`src/rtl/fpa_pkg.sv`:
```
// fpa_pkg: shared types and constants of the fixed-point atan2 core.
// Used by the divider cells, the polynomial stages, the top level and the checker.
package fpa_pkg;

   localparam int CoordWidth = 16;
   localparam int AngleWidth = 16;
   localparam int QuoWidth   = 16;          // |quotient| <= 32768
   localparam int RemWidth   = QuoWidth + 1;
   localparam int DivCells   = QuoWidth;    // one quotient bit per cell
   // prep register + divider cells + three polynomial stages
   localparam int Latency    = 1 + DivCells + 3;

   localparam logic [11:0] PolyK1 = 12'd2847;
   localparam logic [13:0] PolyK2 = 14'd11039;

   localparam logic [15:0] TurnZero          = 16'd0;
   localparam logic [15:0] TurnEighth        = 16'd8192;
   localparam logic [15:0] TurnFiveEighths   = 16'd40960;
   localparam logic [15:0] TurnHalf          = 16'd32768;
   localparam logic [15:0] TurnQuarter       = 16'd16384;
   localparam logic [15:0] TurnThreeQuarters = 16'd49152;

   localparam logic [14:0] RoundTie  = 15'h4000;
   localparam logic [14:0] RoundBias = 15'h4000;

   // octant placement carried alongside the division
   typedef struct packed {
      logic                  special;   // equal coordinates: offset is the answer
      logic                  sub;       // offset minus polynomial
      logic [AngleWidth-1:0] offset;
   } meta_type;

   typedef struct packed {
      logic [RemWidth-1:0]   rem;
      logic [QuoWidth-1:0]   den;
      logic [QuoWidth-1:0]   quo;
      logic                  neg;       // quotient sign
      meta_type              meta;
   } div_data_type;

endpackage

```
`src/rtl/fpa_div_cell.sv`:
```
// fpa_div_cell: one restoring-division cell, resolves one quotient bit per beat.
// Depends on fpa_pkg.
module fpa_div_cell (
   input  logic                 clock,
   input  logic                 reset,
   input  logic                 in_valid,
   input  fpa_pkg::div_data_type in_data,
   output logic                 out_valid,
   output fpa_pkg::div_data_type out_data
);
   import fpa_pkg::*;

   logic                valid_ff;
   div_data_type        data_ff;
   div_data_type        data_in;
   logic                ge;
   logic [RemWidth-1:0] diff;

   always_comb begin
      ge      = in_data.rem >= {1'b0, in_data.den};
      diff    = ge ? (in_data.rem - {1'b0, in_data.den}) : in_data.rem;
      data_in = in_data;
      // remainder stays below the divisor, so the shift never drops a one
      data_in.rem = {diff[RemWidth-2:0], 1'b0};
      data_in.quo = {in_data.quo[QuoWidth-2:0], ge};
   end

   always_ff @(posedge clock) begin
      if (reset) begin
         valid_ff <= 1'b0;
      end else begin
         valid_ff <= in_valid;
      end
   end

   always_ff @(posedge clock) begin
      data_ff <= data_in;
   end

   assign out_valid = valid_ff;
   assign out_data  = data_ff;

endmodule

```
`src/rtl/fpa_poly.sv`:
```
// fpa_poly: correction polynomial r*(11039 - 2847*|r|) and octant placement.
// Three register stages; depends on fpa_pkg.
module fpa_poly (
   input  logic                            clock,
   input  logic                            reset,
   input  logic                            in_valid,
   input  logic [fpa_pkg::QuoWidth-1:0]    in_quo,
   input  logic                            in_neg,
   input  fpa_pkg::meta_type               in_meta,
   output logic                            out_valid,
   output logic [fpa_pkg::AngleWidth-1:0]  out_angle
);
   import fpa_pkg::*;

   // stage A: |r|*K1 and signed r
   logic                       a_valid_ff;
   logic [27:0]                a_prod_ff;
   logic signed [RemWidth-1:0] a_r_ff;
   meta_type                   a_meta_ff;
   logic signed [RemWidth-1:0] r_in;

   // stage B: (K2 - corr) * r
   logic                       b_valid_ff;
   logic signed [31:0]         b_prod_ff;
   meta_type                   b_meta_ff;
   logic [27:0]                a_sum;
   logic [11:0]                corr;
   logic [13:0]                k_val;

   // stage C: rounded u, offset applied
   logic                       c_valid_ff;
   logic [AngleWidth-1:0]      c_angle_ff;
   logic signed [31:0]         b_sum;
   logic [AngleWidth-1:0]      u_low;
   logic [AngleWidth-1:0]      angle_in;

   always_comb begin
      r_in = in_neg ? -$signed({1'b0, in_quo}) : $signed({1'b0, in_quo});
   end

   // ties with low bits exactly one half get no bias
   always_comb begin
      a_sum = a_prod_ff + ((a_prod_ff[14:0] == RoundTie) ? 28'd0 : {13'd0, RoundBias});
      corr  = a_sum[26:15];
      k_val = PolyK2 - {2'b00, corr};
   end

   always_comb begin
      b_sum = b_prod_ff +
              ((b_prod_ff[14:0] == RoundTie) ? 32'sd0 : $signed({17'd0, RoundBias}));
      u_low = b_meta_ff.special ? '0 : b_sum[30:15];
      angle_in = b_meta_ff.sub ? (b_meta_ff.offset - u_low) : (b_meta_ff.offset + u_low);
   end

   always_ff @(posedge clock) begin
      if (reset) begin
         a_valid_ff <= 1'b0;
         b_valid_ff <= 1'b0;
         c_valid_ff <= 1'b0;
      end else begin
         a_valid_ff <= in_valid;
         b_valid_ff <= a_valid_ff;
         c_valid_ff <= b_valid_ff;
      end
   end

   always_ff @(posedge clock) begin
      a_prod_ff  <= 28'(in_quo * PolyK1);
      a_r_ff     <= r_in;
      a_meta_ff  <= in_meta;
      b_prod_ff  <= 32'($signed({1'b0, k_val}) * a_r_ff);
      b_meta_ff  <= a_meta_ff;
      c_angle_ff <= angle_in;
   end

   assign out_valid = c_valid_ff;
   assign out_angle = c_angle_ff;

endmodule

```
`src/rtl/fixed_point_atan2_16bit_core.sv`:
```
// Fixed-point atan2 core: each beat passes the input register, the division cells and the
// polynomial stages in order; throughput one beat per cycle; busy is low whenever reset is low.
// The pipeline is the 16-cell division chain, one quotient bit per cell,
// plus an input stage and three polynomial stages (two multiplies, round and offset).
// Reset (synchronous, active high) clears all valid bits; beats in flight are dropped.
// Results cannot be stalled: rsp_valid pulses for one cycle per beat.
module fixed_point_atan2_16bit_core (
   input  logic                                clock,
   input  logic                                reset,
   input  logic                                start,
   output logic                                busy,
   input  logic signed [fpa_pkg::CoordWidth-1:0] req_y_coord,
   input  logic signed [fpa_pkg::CoordWidth-1:0] req_x_coord,
   output logic                                rsp_valid,
   output logic [fpa_pkg::AngleWidth-1:0]      rsp_angle
);
   import fpa_pkg::*;

   // ---------------------------------------------------------------
   // Input stage: magnitudes, octant choice, divider operands.
   // The smaller magnitude is divided by the larger; equal coordinates
   // bypass the polynomial through the special flag.
   // ---------------------------------------------------------------
   logic                       accept;
   logic signed [RemWidth-1:0] y_ext;
   logic signed [RemWidth-1:0] x_ext;
   logic [RemWidth-1:0]        ay;
   logic [RemWidth-1:0]        ax;
   logic                       x_larger;
   div_data_type               prep_in;
   div_data_type               prep_ff;
   logic                       prep_valid_ff;

   // no beats while reset is held
   assign busy   = reset;
   assign accept = start && !busy;

   always_comb begin
      y_ext    = {req_y_coord[CoordWidth-1], req_y_coord};
      x_ext    = {req_x_coord[CoordWidth-1], req_x_coord};
      ay       = req_y_coord[CoordWidth-1] ? RemWidth'(-y_ext) : RemWidth'(y_ext);
      ax       = req_x_coord[CoordWidth-1] ? RemWidth'(-x_ext) : RemWidth'(x_ext);
      x_larger = ax > ay;

      prep_in      = '0;
      prep_in.neg  = req_y_coord[CoordWidth-1] ^ req_x_coord[CoordWidth-1];
      prep_in.rem  = x_larger ? ay : ax;
      prep_in.den  = x_larger ? ax[QuoWidth-1:0] : ay[QuoWidth-1:0];
      prep_in.quo  = '0;

      priority if (req_x_coord == req_y_coord) begin
         // on the diagonal: the octant boundary in the first or third quadrant, or the zero vector
         prep_in.meta.special = 1'b1;
         prep_in.meta.sub     = 1'b0;
         if (req_y_coord == '0) begin
            prep_in.meta.offset = TurnZero;
         end else if (req_y_coord[CoordWidth-1]) begin
            prep_in.meta.offset = TurnFiveEighths;
         end else begin
            prep_in.meta.offset = TurnEighth;
         end
      end else if (x_larger) begin
         prep_in.meta.special = 1'b0;
         prep_in.meta.sub     = 1'b0;
         prep_in.meta.offset  = req_x_coord[CoordWidth-1] ? TurnHalf : TurnZero;
      end else begin
         // includes x == -y, where the quotient is exactly -1.0
         prep_in.meta.special = 1'b0;
         prep_in.meta.sub     = 1'b1;
         prep_in.meta.offset  = req_y_coord[CoordWidth-1] ? TurnThreeQuarters : TurnQuarter;
      end
   end

   always_ff @(posedge clock) begin
      if (reset) begin
         prep_valid_ff <= 1'b0;
      end else begin
         prep_valid_ff <= accept;
      end
   end

   always_ff @(posedge clock) begin
      prep_ff <= prep_in;
   end

   // ---------------------------------------------------------------
   // Division chain: each cell produces one Q15 quotient bit, MSB first.
   // ---------------------------------------------------------------
   logic         chain_valid [0:DivCells];
   div_data_type chain_data  [0:DivCells];

   assign chain_valid[0] = prep_valid_ff;
   assign chain_data[0]  = prep_ff;

   for (genvar i = 0; i < DivCells; i++) begin : g_cell
      fpa_div_cell u_cell (
         .clock     (clock),
         .reset     (reset),
         .in_valid  (chain_valid[i]),
         .in_data   (chain_data[i]),
         .out_valid (chain_valid[i+1]),
         .out_data  (chain_data[i+1])
      );
   end

   // ---------------------------------------------------------------
   // Polynomial correction and octant offset; output registered there.
   // ---------------------------------------------------------------
   fpa_poly u_poly (
      .clock     (clock),
      .reset     (reset),
      .in_valid  (chain_valid[DivCells]),
      .in_quo    (chain_data[DivCells].quo),
      .in_neg    (chain_data[DivCells].neg),
      .in_meta   (chain_data[DivCells].meta),
      .out_valid (rsp_valid),
      .out_angle (rsp_angle)
   );

endmodule

```
`config.mk`:
```
export PLATFORM = sky130hd
export DESIGN_NAME = fixed_point_atan2_16bit_core
export DESIGN_NICKNAME = d
export VERILOG_FILES = /design/src/rtl/fpa_pkg.sv /design/src/rtl/fpa_div_cell.sv /design/src/rtl/fpa_poly.sv /design/src/rtl/fixed_point_atan2_16bit_core.sv
export SDC_FILE = /design/constraint.sdc
export NUM_CORES = 2
export LEC_CHECK = 0
export BUFFER_PORTS_ARGS = -buffer_cell sky130_fd_sc_hd__buf_2
export CAP_MARGIN = 0
export CORE_ASPECT_RATIO = 0.7
export CORE_MARGIN = 2
export CORE_UTILIZATION = 50
export DETAILED_ROUTE_END_ITERATION = 16
export GPL_TIMING_DRIVEN = 0
export MAX_ROUTING_LAYER = met4
export PLACE_DENSITY = 0.68
export SKIP_LAST_GASP = 1
export SLEW_MARGIN = 30
export SYNTH_ARGS = -nofsm -noshare
export SYNTH_HDL_FRONTEND = slang
export SYNTH_SLANG_ARGS = --single-unit
```
`constraint.sdc`:
```
create_clock -name clock -period 9.44 [get_ports clock]
set_input_delay 0.944 -clock clock [delete_from_list [all_inputs] [get_ports clock]]
set_output_delay 0.944 -clock clock [all_outputs]
set_load 0.05 [all_outputs]
```
==> results.md <==
- Unique masters post-synth: 79
- Core Region: 0.0940 sq mm
- Final core occ: 0.557
- EDFF count, synth: 0
- Gpl congestion: 0.921
- Worst path arrival time: 9650 ps
- Fraction of the yosys area taken by sequential cells: 0.360
- Max Clock Skew: 33.3 ps
- Post-synth ARST share: 0
- Worst Tran Pin Value: 981 ps
- CP max-delay cell: fa_1
- Gr ovfl total: 0
- Final hold vios: 0
- Vias/cell: 5.17
- DRT antenna net count: 0
- Most common cell after layout, fill and taps aside: dfxtp_1
- DRT Pass-1 Iters: 5
- Chip width: 372 um
- CTS tree: done
- Total GRT Usage: 0.220
- Slew headroom: 0.343
- Worst setup path class: flop to flop
- Ports: 53
- Buf+Inv Stages, Crit Path: 9
- Final Non-Filler Cells: 6,451
- Synth warn: 0
- Initial Utilization: 0.504
- Final worst-path cycle share: 0.967
- WL per Instance: 15.8 um
- First-pass GRT wire length: 168 mm
- Worst-path fanout max: 10
- Hold-fix buffers at CTS: 0
- Worst Hold Class: flop to flop
- Post-Syn Area: 0.0474 sq mm
- Vias: 33,300
- CP required: 9950 ps
- Final #Nets: 5,959
- Vias in the first global route: 32,600
- Maxcap violations: 0
- Crit-path max cell delay: 540 ps
- R2r setup slk: 310 ps
- Tmin final: 9130 ps
- Yosys reg bits: 852
- Initial antenna violation count: 1
- Placed cell count: 6,296
- CTS Sinks: 852
- Setup violators final: 0
- Peak Freq: 0.110 GHz
- Die Y: 262 um
- Commonest non-fill, non-tap cells in the layout: dfxtp_1, inv_1, ha_1
- Largest net degree at the start of global routing: 17
- CTS max path bufs: 3
- P&R area growth vs syn: 10.5%
- FP Rows: 94
- Ys flop type: dfxtp_1
- Clk_lat worst skew: 670 ps
- Post-route DRC: 0
- Status: completed
- Synthesized instance count: 4,998
- Crit path capture type: flop
- Cts bufs inserted: 84
- Delay-heaviest family, CP: adder cells
- Syn_area_per_cell: 9.48 sq um
- Layout cells sized above 1: 0.0606
- HPWL after DPL: 81.2 mm
- Clk slew on worst S/H paths: 60 ps
- CTS H-Tree Depth: 3
- Number of I/O port buffers: 49
- Drt total wl: 102 mm
- Root cell of the clock tree: clkbuf_16
- CP startpoint kind: flop
- DIE AREA: 0.0973 sq mm
- Final Max Slew Viols: 0
- Initial DRC count: 2,214
## state kept, by name, indices dropped and copies added (netlist names), 4 cells and up
signal and flops:
chain_data 38, u_poly.a_prod_ff 27, u_poly.a_meta_ff 4, u_poly.b_prod_ff 31, g_cell.u_cell.out_valid 16, u_poly.out_angle 16, g_cell.u_cell.out_data 696, u_poly.b_meta_ff 4
u_poly.a_r_ff 16
## synth_stat cells (4+ instances only)
master / number / share of area
and2_1: 83 / 0.011
or3b_2: 12 / 0.0022
a221o_1: 10 / 0.0021
o21bai_1: 11 / 0.0017
and4_1: 18 / 0.0033
nor2b_1: 111 / 0.015
a2111oi_0: 14 / 0.0026
nand4_1: 57 / 0.0075
a31o_2: 6 / 0.0011
nand2b_1: 44 / 0.0058
xnor2_1: 193 / 0.036
inv_1: 834 / 0.066
and3_1: 16 / 0.0021
nor3_1: 77 / 0.0081
dfxtp_1: 852 / 0.36
nand2_1: 405 / 0.032
nor2_1: 238 / 0.019
a21boi_0: 31 / 0.0049
a41oi_1: 5 / 0.00092
a211oi_1: 10 / 0.0016
o41ai_1: 6 / 0.0011
o21ai_0: 238 / 0.025
mux2i_1: 27 / 0.0057
a21o_1: 93 / 0.015
fa_1: 317 / 0.13
a21oi_1: 249 / 0.026
mux2_2: 46 / 0.011
o31ai_1: 57 / 0.0090
a31oi_1: 25 / 0.0033
a21bo_2: 5 / 0.0011
o21a_1: 53 / 0.0084
clkbuf_1: 80 / 0.0063
ha_1: 469 / 0.12
nor4_1: 18 / 0.0024
a311o_1: 9 / 0.0019
or2_2: 8 / 0.0011
or3_1: 27 / 0.0036
nand3_1: 68 / 0.0072
xor2_1: 100 / 0.018
o21ai_1: 6 / 0.00063
buf_2: 6 / 0.00063
or4_1: 4 / 0.00063
a221oi_1: 6 / 0.0011
## layer usage
layer,vias to the layer above,share of wire,global-route usage,routed length [um]
met5,-,0,-,0
met4,0,0.016,0.0440,1660
met3,134,0.064,0.0404,6560
met2,835,0.40,0.307,40400
met1,15800,0.52,0.329,53200
li1,16600,-,-,-
## final cells by class
cell class	count	area (sq um)
diodes	1	2.50
inverters	835	3130
clock inverters	38	564
fillers	8234	41600
well taps	1248	1560
flip-flops and latches	852	17100
clock buffers	112	2340
plain buffers	90	392
repair buffers	53	279
multi-input cells	3222	27000
## kinds of logic (layout without fill, tap and decap cells)
kind of cell | Yosys count | after routing | synth area share
and+or+nand+nor | 1201 | 1201 | 0.124
AOI/OAI and AO/OA | 864 | 864 | 0.113
xor gates and xnor gates | 293 | 293 | 0.0541
adders and majority gates | 786 | 786 | 0.258
muxes | 75 | 75 | 0.0174
other | 2 | 4 | 0.000158
buffers and inverters | 925 | 1128 | 0.0737
DFF | 852 | 852 | 0.360
## per-stage QoR
step / cell area, sq um / worst slack, ps / TNS, ps / hold WS (ps)
2_1_floorplan: 47400 / 663 / 0 / 310
3_3_place_gp: 49200 / -1410 / -11090 / 310
3_5_place_dp: 49200 / -1520 / -12920 / 312
4_1_cts: 52200 / 21.3 / 0 / 322
5_1_grt: 52400 / -97.3 / -251 / 315
6_report: 52400 / 308 / 0 / 316
## path summary, 6_finish.rpt
| path | startpoint | depth (start not counted) | endpoint |
|---|---|---|---|
| min | g_cell[14].u_cell.out_data[21] | 0 | g_cell[15].u_cell.out_data[22] |
| max reg2reg | u_poly.a_prod_ff[3] | 37 | u_poly.b_prod_ff[30] |
| min reg2reg | g_cell[14].u_cell.out_data[21] | 0 | g_cell[15].u_cell.out_data[22] |
| max | u_poly.a_prod_ff[3] | 37 | u_poly.b_prod_ff[30] |
## timing repair
item,4_1_cts,5_1_grt
resized for setup,20,28
buffers inserted,2,2
endpoints found under the setup margin,14,8
hold endpoints to repair,0,0
pin swaps,2,4
gates cloned,0,0
Power is left out: the tool's default activity adds up to more than one toggle a clock period on the data nets, which glitch-free logic cannot reach.
